### config.mk
export PLATFORM = sky130hd
export DESIGN_NAME = wav_header_parser_flat
export DESIGN_NICKNAME = d
export VERILOG_FILES = /design/src/design/wavhp_pkg.sv /design/src/design/wavhp_if.sv /design/src/design/wav_header_parser.sv /design/src/design/wavhp_regs.sv /design/src/design/wavhp_parser.sv /design/src/flat_wrapper.sv
export SDC_FILE = /design/constraint.sdc
export NUM_CORES = 1
export LEC_CHECK = 0
export ABC_AREA = 1
export BUFFER_PORTS_ARGS = -buffer_cell sky130_fd_sc_hd__buf_4
export CAP_MARGIN = 20
export CORE_MARGIN = 2
export CORE_UTILIZATION = 35
export CTS_CLUSTER_DIAMETER = 60
export DETAILED_ROUTE_END_ITERATION = 12
export MAX_ROUTING_LAYER = met4
export PLACE_DENSITY = 0.62
export SLEW_MARGIN = 25
export SYNTH_ARGS = -nofsm -noshare
export SYNTH_HDL_FRONTEND = slang
export SYNTH_SLANG_ARGS = --single-unit
### constraint.sdc
create_clock -name clk -period 2.22 [get_ports clk]
set_clock_uncertainty 0.05 [all_clocks]
set_input_delay 0.333 -clock clk [delete_from_list [all_inputs] [get_ports clk]]
set_output_delay 0.333 -clock clk [all_outputs]
set_load 0.02 [all_outputs]
### src/design/wavhp_pkg.sv
`timescale 1ns / 1ps
// ----------------------------------------------------------------------------
// wavhp_pkg
// Shared types and constants of the RIFF/WAVE header parser.
// ----------------------------------------------------------------------------
package wavhp_pkg;

  localparam int unsigned ADDR_W = 3;

  localparam logic REG_CHANNELS = 1'b0;
  localparam logic REG_RATE     = 1'b1;

  localparam logic [15:0] CHANNELS_RESET = 16'd1;
  localparam logic [31:0] RATE_RESET     = 32'd44100;

  localparam logic [31:0] ID_RIFF = 32'h4646_4952;
  localparam logic [31:0] ID_WAVE = 32'h4556_4157;
  localparam logic [31:0] ID_FMT  = 32'h2074_6D66;
  localparam logic [31:0] ID_DATA = 32'h6174_6164;

  localparam logic [15:0] FORMAT_PCM = 16'd1;

  localparam logic [2:0] ERR_NONE     = 3'd0;
  localparam logic [2:0] ERR_RIFF     = 3'd1;
  localparam logic [2:0] ERR_WAVE     = 3'd2;
  localparam logic [2:0] ERR_FMT_ID   = 3'd3;
  localparam logic [2:0] ERR_FMT_DATA = 3'd4;

  typedef enum logic [2:0] {
    PH_RIFF_HDR,
    PH_WAVE,
    PH_FMT_HDR,
    PH_FMT_DATA,
    PH_CHUNK,
    PH_SKIP,
    PH_DATA,
    PH_ERROR
  } phase_t;

  typedef struct packed {
    logic [15:0] channels;
    logic [31:0] rate;
  } cfg_t;

  typedef struct packed {
    logic [7:0] payload_byte;
    logic       payload_valid;
    logic       in_data;
    logic [2:0] error_code;
  } result_t;

endpackage

### src/design/wavhp_if.sv
`timescale 1ns / 1ps
// ----------------------------------------------------------------------------
// wavhp_in_if / wavhp_out_if
// Valid/ready channels for file bytes in and parse results out.
// ----------------------------------------------------------------------------
interface wavhp_in_if;
  logic       valid;
  logic       ready;
  logic [7:0] data_byte;

  modport source (output valid, output data_byte, input ready);
  modport sink (input valid, input data_byte, output ready);
endinterface

interface wavhp_out_if;
  logic       valid;
  logic       ready;
  logic [7:0] payload_byte;
  logic       payload_valid;
  logic       in_data;
  logic [2:0] error_code;

  modport source (output valid, output payload_byte, output payload_valid,
                  output in_data, output error_code, input ready);
  modport sink (input valid, input payload_byte, input payload_valid,
                input in_data, input error_code, output ready);
endinterface

### src/design/wav_header_parser.sv
`timescale 1ns / 1ps
// ----------------------------------------------------------------------------
// wav_header_parser
// Streaming RIFF/WAVE header checker that passes out the data chunk bytes.
// ----------------------------------------------------------------------------
// The in channel carries one file byte per beat; the out channel returns one
// result beat per input beat: the byte and a valid flag while inside the data
// chunk, an in_data flag and the latched error code.
// Each accepted byte updates the parser state in the same cycle and its
// result is registered, so a result appears in the cycle after its byte is
// accepted. One byte can be taken every cycle while results are taken; the
// single output register is the only buffer, so in.ready follows the
// emptiness of that register or the taking of its beat by the receiver.
// When the receiver stalls, the result beat holds and input is back-pressured
// after that one beat. After reset the parser expects the RIFF chunk ID, the
// output register is empty, and the configuration registers return to one
// channel and 44100 Hz. Configuration is written through the APB port at
// byte addresses 0 (channels) and 4 (sample rate); the user must write it
// only while the stream is idle, which the block does not enforce. The first
// header error is held until reset and all further bytes only report it.
// ----------------------------------------------------------------------------
module wav_header_parser (
  input  logic                         clk,
  input  logic                         rst,
  wavhp_in_if.sink                     in_ch,
  wavhp_out_if.source                  out_ch,
  input  logic                         psel,
  input  logic                         penable,
  input  logic                         pwrite,
  input  logic [wavhp_pkg::ADDR_W-1:0] paddr,
  input  logic [31:0]                  pwdata,
  output logic [31:0]                  prdata,
  output logic                         pready
);

  wavhp_pkg::cfg_t    cfg;
  wavhp_pkg::result_t result;
  wavhp_pkg::result_t out_data;
  logic               out_full;
  logic               take;

  assign in_ch.ready = !out_full || out_ch.ready;
  assign take        = in_ch.valid && in_ch.ready;

  wavhp_regs u_regs (
    .clk     (clk),
    .rst     (rst),
    .psel    (psel),
    .penable (penable),
    .pwrite  (pwrite),
    .paddr   (paddr),
    .pwdata  (pwdata),
    .prdata  (prdata),
    .pready  (pready),
    .cfg     (cfg)
  );

  wavhp_parser u_parser (
    .clk       (clk),
    .rst       (rst),
    .take      (take),
    .data_byte (in_ch.data_byte),
    .cfg       (cfg),
    .result    (result)
  );

  always_ff @(posedge clk) begin
    if (rst) begin
      out_full <= 1'b0;
    end else if (take) begin
      out_full <= 1'b1;
    end else if (out_ch.ready) begin
      out_full <= 1'b0;
    end
  end

  always_ff @(posedge clk) begin
    if (take) begin
      out_data <= result;
    end
  end

  assign out_ch.valid         = out_full;
  assign out_ch.payload_byte  = out_data.payload_byte;
  assign out_ch.payload_valid = out_data.payload_valid;
  assign out_ch.in_data       = out_data.in_data;
  assign out_ch.error_code    = out_data.error_code;

endmodule

### src/design/wavhp_regs.sv
`timescale 1ns / 1ps
// ----------------------------------------------------------------------------
// wavhp_regs
// APB register file holding the required channel count and sample rate.
// ----------------------------------------------------------------------------
module wavhp_regs (
  input  logic                       clk,
  input  logic                       rst,
  input  logic                       psel,
  input  logic                       penable,
  input  logic                       pwrite,
  input  logic [wavhp_pkg::ADDR_W-1:0] paddr,
  input  logic [31:0]                pwdata,
  output logic [31:0]                prdata,
  output logic                       pready,
  output wavhp_pkg::cfg_t            cfg
);

  logic [15:0] channels;
  logic [31:0] req_rate;
  logic        wr_en;

  assign pready = 1'b1;
  assign wr_en  = psel && penable && pwrite;

  always_ff @(posedge clk) begin
    if (rst) begin
      channels <= wavhp_pkg::CHANNELS_RESET;
      req_rate <= wavhp_pkg::RATE_RESET;
    end else if (wr_en) begin
      case (paddr[2])
        wavhp_pkg::REG_CHANNELS: channels <= pwdata[15:0];
        wavhp_pkg::REG_RATE:     req_rate <= pwdata;
        default: ;
      endcase
    end
  end

  always_comb begin
    case (paddr[2])
      wavhp_pkg::REG_CHANNELS: prdata = {16'd0, channels};
      wavhp_pkg::REG_RATE:     prdata = req_rate;
      default:                 prdata = 32'd0;
    endcase
  end

  assign cfg.channels = channels;
  assign cfg.rate     = req_rate;

endmodule

### src/design/wavhp_parser.sv
`timescale 1ns / 1ps
// ----------------------------------------------------------------------------
// wavhp_parser
// Header state machine: assembles words, checks IDs and format data, skips
// unknown chunks and forms the result for each accepted byte.
// ----------------------------------------------------------------------------
module wavhp_parser (
  input  logic               clk,
  input  logic               rst,
  input  logic               take,
  input  logic [7:0]         data_byte,
  input  wavhp_pkg::cfg_t    cfg,
  output wavhp_pkg::result_t result
);

  wavhp_pkg::phase_t phase, phase_next;
  logic [3:0]  pos, pos_next;
  logic [31:0] word, word_next;
  logic [31:0] hold, hold_next;
  logic [31:0] skip, skip_next;
  logic [2:0]  err, err_next;
  logic [31:0] word_shift;
  logic [31:0] skip_dec;

  assign word_shift = {data_byte, word[31:8]};
  assign skip_dec   = skip - 32'd1;

  always_comb begin
    phase_next = phase;
    pos_next   = pos + 4'd1;
    word_next  = word;
    hold_next  = hold;
    skip_next  = skip;
    err_next   = err;
    if (phase != wavhp_pkg::PH_DATA && phase != wavhp_pkg::PH_SKIP &&
        phase != wavhp_pkg::PH_ERROR) begin
      word_next = word_shift;
    end
    case (phase)
      wavhp_pkg::PH_RIFF_HDR: begin
        if (pos == 4'd3 && word_shift != wavhp_pkg::ID_RIFF) begin
          err_next   = wavhp_pkg::ERR_RIFF;
          phase_next = wavhp_pkg::PH_ERROR;
          pos_next   = 4'd0;
        end else if (pos == 4'd7) begin
          phase_next = wavhp_pkg::PH_WAVE;
          pos_next   = 4'd0;
        end
      end
      wavhp_pkg::PH_WAVE: begin
        if (pos == 4'd3) begin
          pos_next = 4'd0;
          if (word_shift != wavhp_pkg::ID_WAVE) begin
            err_next   = wavhp_pkg::ERR_WAVE;
            phase_next = wavhp_pkg::PH_ERROR;
          end else begin
            phase_next = wavhp_pkg::PH_FMT_HDR;
          end
        end
      end
      wavhp_pkg::PH_FMT_HDR: begin
        if (pos == 4'd3 && word_shift != wavhp_pkg::ID_FMT) begin
          err_next   = wavhp_pkg::ERR_FMT_ID;
          phase_next = wavhp_pkg::PH_ERROR;
          pos_next   = 4'd0;
        end else if (pos == 4'd7) begin
          phase_next = wavhp_pkg::PH_FMT_DATA;
          pos_next   = 4'd0;
        end
      end
      wavhp_pkg::PH_FMT_DATA: begin
        if (pos == 4'd3) begin
          hold_next = word_shift;
        end
        if (pos == 4'd7 && (hold[15:0] != wavhp_pkg::FORMAT_PCM ||
                            hold[31:16] != cfg.channels ||
                            word_shift != cfg.rate)) begin
          err_next   = wavhp_pkg::ERR_FMT_DATA;
          phase_next = wavhp_pkg::PH_ERROR;
          pos_next   = 4'd0;
        end else if (pos == 4'd15) begin
          phase_next = wavhp_pkg::PH_CHUNK;
          pos_next   = 4'd0;
        end
      end
      wavhp_pkg::PH_CHUNK: begin
        if (pos == 4'd3) begin
          hold_next = word_shift;
        end
        if (pos == 4'd7) begin
          pos_next = 4'd0;
          if (hold == wavhp_pkg::ID_DATA) begin
            phase_next = wavhp_pkg::PH_DATA;
          end else begin
            skip_next  = word_shift;
            phase_next = (word_shift == 32'd0) ? wavhp_pkg::PH_CHUNK
                                               : wavhp_pkg::PH_SKIP;
          end
        end
      end
      wavhp_pkg::PH_SKIP: begin
        skip_next = skip_dec;
        pos_next  = pos;
        if (skip_dec == 32'd0) begin
          phase_next = wavhp_pkg::PH_CHUNK;
          pos_next   = 4'd0;
        end
      end
      default: begin
        pos_next = pos;
      end
    endcase
  end

  always_comb begin
    result.payload_valid = (phase == wavhp_pkg::PH_DATA);
    result.payload_byte  = (phase == wavhp_pkg::PH_DATA) ? data_byte : 8'd0;
    result.in_data       = (phase_next == wavhp_pkg::PH_DATA);
    result.error_code    = err_next;
  end

  always_ff @(posedge clk) begin
    if (rst) begin
      phase <= wavhp_pkg::PH_RIFF_HDR;
      pos   <= 4'd0;
      word  <= 32'd0;
      hold  <= 32'd0;
      skip  <= 32'd0;
      err   <= wavhp_pkg::ERR_NONE;
    end else if (take) begin
      phase <= phase_next;
      pos   <= pos_next;
      word  <= word_next;
      hold  <= hold_next;
      skip  <= skip_next;
      err   <= err_next;
    end
  end

endmodule

### src/flat_wrapper.sv
// flat-port wrapper written by rule: the top's interface ports become plain ports
module wav_header_parser_flat 
  (clk, rst, psel, penable, pwrite, paddr, pwdata, prdata, pready, in_ch_valid, in_ch_data_byte, in_ch_ready, out_ch_valid, out_ch_payload_byte, out_ch_payload_valid, out_ch_in_data, out_ch_error_code, out_ch_ready);
  wavhp_in_if in_ch_i ();
  wavhp_out_if out_ch_i ();
  input  logic clk;
  input  logic rst;
  input  logic psel;
  input  logic penable;
  input  logic pwrite;
  input  logic [wavhp_pkg::ADDR_W-1:0] paddr;
  input  logic [31:0] pwdata;
  output logic [31:0] prdata;
  output logic pready;
  input wire logic [$bits(in_ch_i.valid)-1:0] in_ch_valid;
  input wire logic [$bits(in_ch_i.data_byte)-1:0] in_ch_data_byte;
  output wire logic [$bits(in_ch_i.ready)-1:0] in_ch_ready;
  output wire logic [$bits(out_ch_i.valid)-1:0] out_ch_valid;
  output wire logic [$bits(out_ch_i.payload_byte)-1:0] out_ch_payload_byte;
  output wire logic [$bits(out_ch_i.payload_valid)-1:0] out_ch_payload_valid;
  output wire logic [$bits(out_ch_i.in_data)-1:0] out_ch_in_data;
  output wire logic [$bits(out_ch_i.error_code)-1:0] out_ch_error_code;
  input wire logic [$bits(out_ch_i.ready)-1:0] out_ch_ready;
  assign in_ch_i.valid = in_ch_valid;
  assign in_ch_i.data_byte = in_ch_data_byte;
  assign in_ch_ready = in_ch_i.ready;
  assign out_ch_valid = out_ch_i.valid;
  assign out_ch_payload_byte = out_ch_i.payload_byte;
  assign out_ch_payload_valid = out_ch_i.payload_valid;
  assign out_ch_in_data = out_ch_i.in_data;
  assign out_ch_error_code = out_ch_i.error_code;
  assign out_ch_i.ready = out_ch_ready;
  wav_header_parser u_core (.clk(clk), .rst(rst), .in_ch(in_ch_i), .out_ch(out_ch_i), .psel(psel), .penable(penable), .pwrite(pwrite), .paddr(paddr), .pwdata(pwdata), .prdata(prdata), .pready(pready));
endmodule
# Word-level counts from Yosys, hierarchy flattened
# Cells that the tools add are included.
[totals]
ramBits = 0
word_cells = 97
latch_bits = 0
romBits = 0
inputBits = 50
out_inout_bits = 48
ff_bits = 168
memories = 0
[classes]
n_mul = 0
magnitude_cmp = 0
n_shift = 0
muxes = 33
eq_ne = 23
addsub = 2
reduce_logical = 25
div = 0
n_bitwise = 1
[ops]
columns = ["cell", "n"]
rows = [
  ["$pmux 32 s2", 2],
  ["$logic_not 32->1", 2],
  ["$mux 32", 2],
  ["$ne 32x31->1 const B", 2],
  ["$mux 3", 15],
  ["$eq 32x31->1 const B", 1],
  ["$ne 32x30->1 const B", 1],
  ["$ne 32x32->1", 1],
  ["$sub 32x1->32 const B", 1],
  ["$mux 4", 7],
  ["$pmux 4 s6", 1],
  ["$pmux 3 s6", 1],
  ["$ne 16x1->1 const B", 1],
  ["$ne 16x16->1", 1],
  ["$eq 3x3->1 const B", 4],
  ["$pmux 3 s4", 1],
  ["$ne 3x3->1 const B", 3],
  ["$logic_and 1x1->1", 8],
  ["$eq 3x2->1 const B", 2],
  ["$ne 2x2->1 const B", 3],
  ["$reduce_and 2->1", 3],
  ["$reduce_and 3->1", 2],
  ["$reduce_bool 6->1", 1],
  ["$add 4x1->4 const B", 1],
  ["13 further kinds", 18],
]

# Depth between registers and ports, before layout
[depth]
depth_word = 7
mapped_depth = 18
depth_no_buf = 18

# Modules after synthesis
# Synthesis repeated with hierarchy kept, for this count alone.
[hier_totals]
cells_unflattened = 1413
area_unflattened_um2 = 9153.8
[by_module_without_submodules]
columns = ["module", "seq_area_each_um2", "area_each_um2", "cells_per_inst", "instances"]
rows = [
  ["wavhp_parser", 1961.9, 6366.1, 1015, 1],
  ["wavhp_regs", 960.9, 2349.8, 379, 1],
  ["wav_header_parser", 410.4, 437.9, 19, 1],
]

# Worst setup path before layout
# No wires, ideal clock.
[synth_path]
path_kind = "register -> register"
startpoint = "register u_core.u_parser.skip[0]"
endpoint = "register u_core.u_parser.pos[0]"
arrival_ns = 1.885
t_required_ns = 2.057
n_path_buf = 0
stages_incl_launch_ff = 16
period_less_slack_ns = 2.048
setup_time_ns = 0.113
slack_ns = 0.172
path_cell_list = "dfxtp_1 > inv_1 > ha_1 > nand3_4 > nor2_4 > nand2_2 > o21bai_1 > nand2_1 > nor2_1 > nand2_1 > nor2_1 > nand3_2 > nand2_4 > nand2_4 > nor2_1 > nor2_1"
[synth_between]
elab_chain_cells = 4
[synth_rtl]
columns = ["item", "line", "text"]
rows = [
  ["from (decl)", "wavhp_parser.sv:20", "logic [31:0] skip, skip_next;"],
  ["from (signal assigned)", "wavhp_parser.sv:135", "skip <= skip_next;"],
  ["$sub 32x1->32", "wavhp_parser.sv:26", "assign skip_dec = skip - 32'd1;"],
  ["$logic_not 32->1", "wavhp_parser.sv:104", "if (skip_dec == 32'd0) begin"],
  ["$ne 2x2->1 (no line)", "--", ""],
  ["$reduce_and 3->1 (no line)", "--", ""],
  ["to (signal assigned)", "wavhp_parser.sv:132", "pos <= pos_next;"],
  ["to (decl)", "wavhp_parser.sv:17", "logic [3:0] pos, pos_next;"],
]
# No other way between the ends.
# A chain may end at the register's enable or synchronous reset.

# Worst setup path after layout
[layout_path]
startpoint = "register u_core.u_parser.skip[1]"
endpoint = "register u_core.u_parser.pos[0]"
# The elaborated chain is that of the path after synthesis.

==> impl_metrics.py <==
metrics = {
    "route": {
        "vias": 9330,
        "drt_pass1_iterations": 5,
        "wl_per_cell_um": 15.9,
        "viasPerCell": 4.99,
        "drt_iter0_markers": 686,
        "drc": 0,
        "antenna_left": 0,
        "wl_um": 29800,
    },
    "grt": {
        "grt-ovfl-total": 0,
        "grt_pass1_wl_um": 47300,
        "grt_pass1_vias": 8650,
        "grt_max_degree": 65,
        "track_usage_pct": 23.3,
        "antenna_found_initial": 0,
    },
    "finish": {
        "area_delta_synth_final_pct": 25.5,
        "n_antenna_cell": 0,
        "drive_above_1_share_pct": 20.6,
        "nets": 1580,
        "stdcell_count": 1870,
    },
    "logic_synthesis": {
        "synth_nets": 1456,
        "synth.largest_area_cell": "dfxtp_1",
        "syn_area_per_cell_um2": 6.38,
        "synth_cell_types": 42,
        "synth_top_area_share_pct": 32.9,
        "ys_seq_area_share_pct": 37.3,
        "synth_area_leaders": "dfxtp_1, nand2_1, o21ai_0",
        "syn_area_um2": 8950,
        "ys_ff_latch": 160,
        "ys_warn_count": 0,
        "syn_inst": 1403,
    },
    "power_and_ir_drop": {
        "powerDensity_nw_per_um2": 747,
        "sw_frac_of_total_pct": 34.4,
        "intPower_mw": 5.50,
        "combinationalPowerShare_pct": 26.6,
        "p_leak_nw": 5.13,
        "seq_power_share_pct": 38.4,
        "power_frac_clock_pct": 35.0,
        "p_sw_mw": 2.88,
        "ir_drop_mv": 0.415,
    },
    "setup_path": {
        "crit_required_ns": 2.53,
        "critPathCaptureType": "register",
        "critPathTopFamily": "simple AND/OR/NAND/NOR gates",
        "critPathMaxStageDelay_ns": 0.32,
        "path_depth": 16,
        "cp_num_buf_inv": 1,
        "path_cells": "buf_4, nor2_4, nand2_4, nor2_8, nand2_4, nand2_2, nand2_2, nor2_2, nand2_2, nor3_4, nand3_2, nand2_4, nand2_4, nand2_2, nand2_2, nor2_2",
        "cpMostUsedCell": "nand2_2",
        "critical_path_class": "reg -> reg",
        "cp.arrival_ns": 2.45,
        "r2r_slack_ns": 0.09,
        "r2r_cells": 16,
        "worstSetupStartpointType": "register",
        "cp_max_fo": 7,
        "worst_path_max_delay_cell": "dfxtp_2",
    },
    "clock_tree": {
        "cts_buffer_depth": 2,
        "cts_tree": "yes",
        "htree_levels": 4,
        "cts_buffers": 17,
        "clk_pin_slew_ns": 0.07,
        "postCtsHoldBufs": 0,
        "cts_sinks": 160,
        "cts_root_buf": "clkbuf_16",
        "clk_latency_ns": 0.43,
    },
    "sta": {
        "tns_ns": 0,
        "hold_viol": 0,
        "min_period_over_period_pct": 96.0,
        "rsz0062_at_grt": "yes",
        "slew_violations": 0,
        "fmax_mhz": 469,
        "setup_viol": 0,
        "fin_crit_ns": 2.13,
    },
    "floorplan": {
        "die_area_um2": 26900,
        "rows": 58,
        "fp.dieW_um": 164,
        "initial_core_util_pct": 35.6,
        "boundaryPins": 98,
        "coreArea_um2": 25100,
        "die_h_um": 164,
    },
    "status": {
        "outcome": "completed",
    },
    "min_path": {
        "worstHoldPathType": "in -> reg",
        "hold_path_depth": 3,
    },
    "job": {
        "maxCapViolCount": 0,
    },
    "placed_design": {
        "dp_cells": 1831,
        "gp_routability_congestion": 0.944,
        "numPortBuffers": 94,
        "place_hpwl_um": 22400,
    },
}
==> state kept, by name, indices dropped and copies added (netlist names) <==
register                     count
u_core.out_ch.error_code         3
u_core.out_ch.in_data            1
u_core.out_ch.payload_byte       8
u_core.out_ch.payload_valid      1
u_core.out_ch.valid              1
u_core.u_parser.err              3
u_core.u_parser.hold            32
u_core.u_parser.phase            3
u_core.u_parser.pos              4
u_core.u_parser.skip            32
u_core.u_parser.word            24
u_core.u_regs.channels          16
u_core.u_regs.req_rate          32
==> worst min-delay path, cell delays in order <==
cell     delay, ns
buf_4         0.08
nand2_1       0.04
nand3_1       0.07
==> cell usage after synthesis <==
library cell / instances
nand3b_1: 3
o21bai_1: 1
nand4_1: 13
nor3b_1: 1
clkbuf_8: 1
nand2_2: 8
a211oi_1: 2
nor2_4: 6
a31oi_1: 10
o21ai_0: 167
dfxtp_1: 147
or2_2: 5
inv_2: 5
ha_1: 3
nor2_8: 1
inv_1: 158
and2_0: 1
buf_6: 1
nor4_1: 5
nand3_4: 1
nand2_4: 4
o22ai_1: 1
clkinv_1: 2
clkbuf_1: 53
conb_1: 1
nor3_2: 2
a2111oi_0: 1
and3b_1: 1
nand2_1: 356
nor2_1: 181
edfxtp_1: 13
buf_2: 3
nand3_1: 48
buf_4: 2
nor2_2: 18
a21oi_1: 130
xor2_1: 8
nand3_2: 1
nor3_1: 16
xnor2_1: 14
o21ai_2: 2
o21ai_1: 7
==> cell type report <==
type | instances | area, um2
fillers | 2673 | 13900
multi-input cells | 1018 | 4960
flip-flops and latches | 160 | 3360
repair buffers | 165 | 1300
inverters | 165 | 621
clock buffers | 20 | 447
well taps | 330 | 413
clock inverters | 12 | 129
==> worst paths after layout <==
path	startpoint	to
max	u_core.u_parser.skip[1]	u_core.u_parser.pos[0]
min	pwdata[2]	u_core.u_regs.req_rate[2]
max reg2reg	u_core.u_parser.skip[1]	u_core.u_parser.pos[0]
min reg2reg	u_core.u_regs.req_rate[31]	u_core.u_regs.req_rate[31]
==> metal layers <==
metal / part of all wire, % / global-route usage (%)
met5: 0 / -
met4: 2.2 / 6.82
met3: 5.3 / 3.36
met2: 44 / 35.0
met1: 49 / 32.6
==> cells by family after synthesis <==
group,count (synthesis),synth area share (%)
and+or+nand+nor,671,32.1
AOI/OAI and AO/OA,321,18.3
buffers and inverters,225,9.76
DFF,160,37.3
xor gates and xnor gates,22,2.15
adders and majority gates,3,0.420
other,1,0.0419
==> cell usage in the layout, fill, tap and decap left out, types with 3 or more instances in the layout <==
cell and n:
nor2_2 31, xor2_1 8, buf_4 160, nand4_1 13, nand3_1 46, o21ai_0 166
inv_1 152, buf_12 5, nand2_1 339, o21ai_1 7, dfxtp_1 130, a31oi_1 10
o21ai_2 3, or2_2 5, xnor2_1 14, nand3b_1 3, clkbuf_16 17, a21oi_1 128
nor2_4 14, nand2_2 21, inv_2 10, nand2_4 8, edfxtp_1 13, dfxtp_2 16
nor3_1 14, nor4_1 5, nor2_1 160, clkinv_4 5
==> timing repair <==
action                                  in CTS  in global routing
pin swaps                                    3                 42
gates resized for setup                      3                 81
setup buffers                                1                  6
endpoints found under the setup margin       5                 45
==> power groups by stage <==
stage               logic, mW  registers [mW]  clock network, mW
finish                   2.23            3.22               2.93
global route             2.49            3.24               3.10
CTS                      2.08            3.21               2.97
detailed placement       2.05            3.27                  0
global placement         2.04            3.27                  0
floorplan                1.37            3.23                  0
==> metrics by stage <==
step                      instance area (um2)  total power, mW  setup WS (ns)  hold WS, ns  utilization, %
after global routing                    11200             8.83        -0.0975       0.0613            44.7
after detailed placement                10400             5.32        -0.0671        0.426            41.3
final                                   11200             8.38         0.0878       0.0697            44.7
after floorplan                          8950             4.61          0.172        0.407               -
after global placement                  10400             5.31        -0.0799        0.418            41.3
after CTS                               11000             8.25        0.00547       0.0571            43.7
No activity file was read; power rests on OpenSTA's default activity.
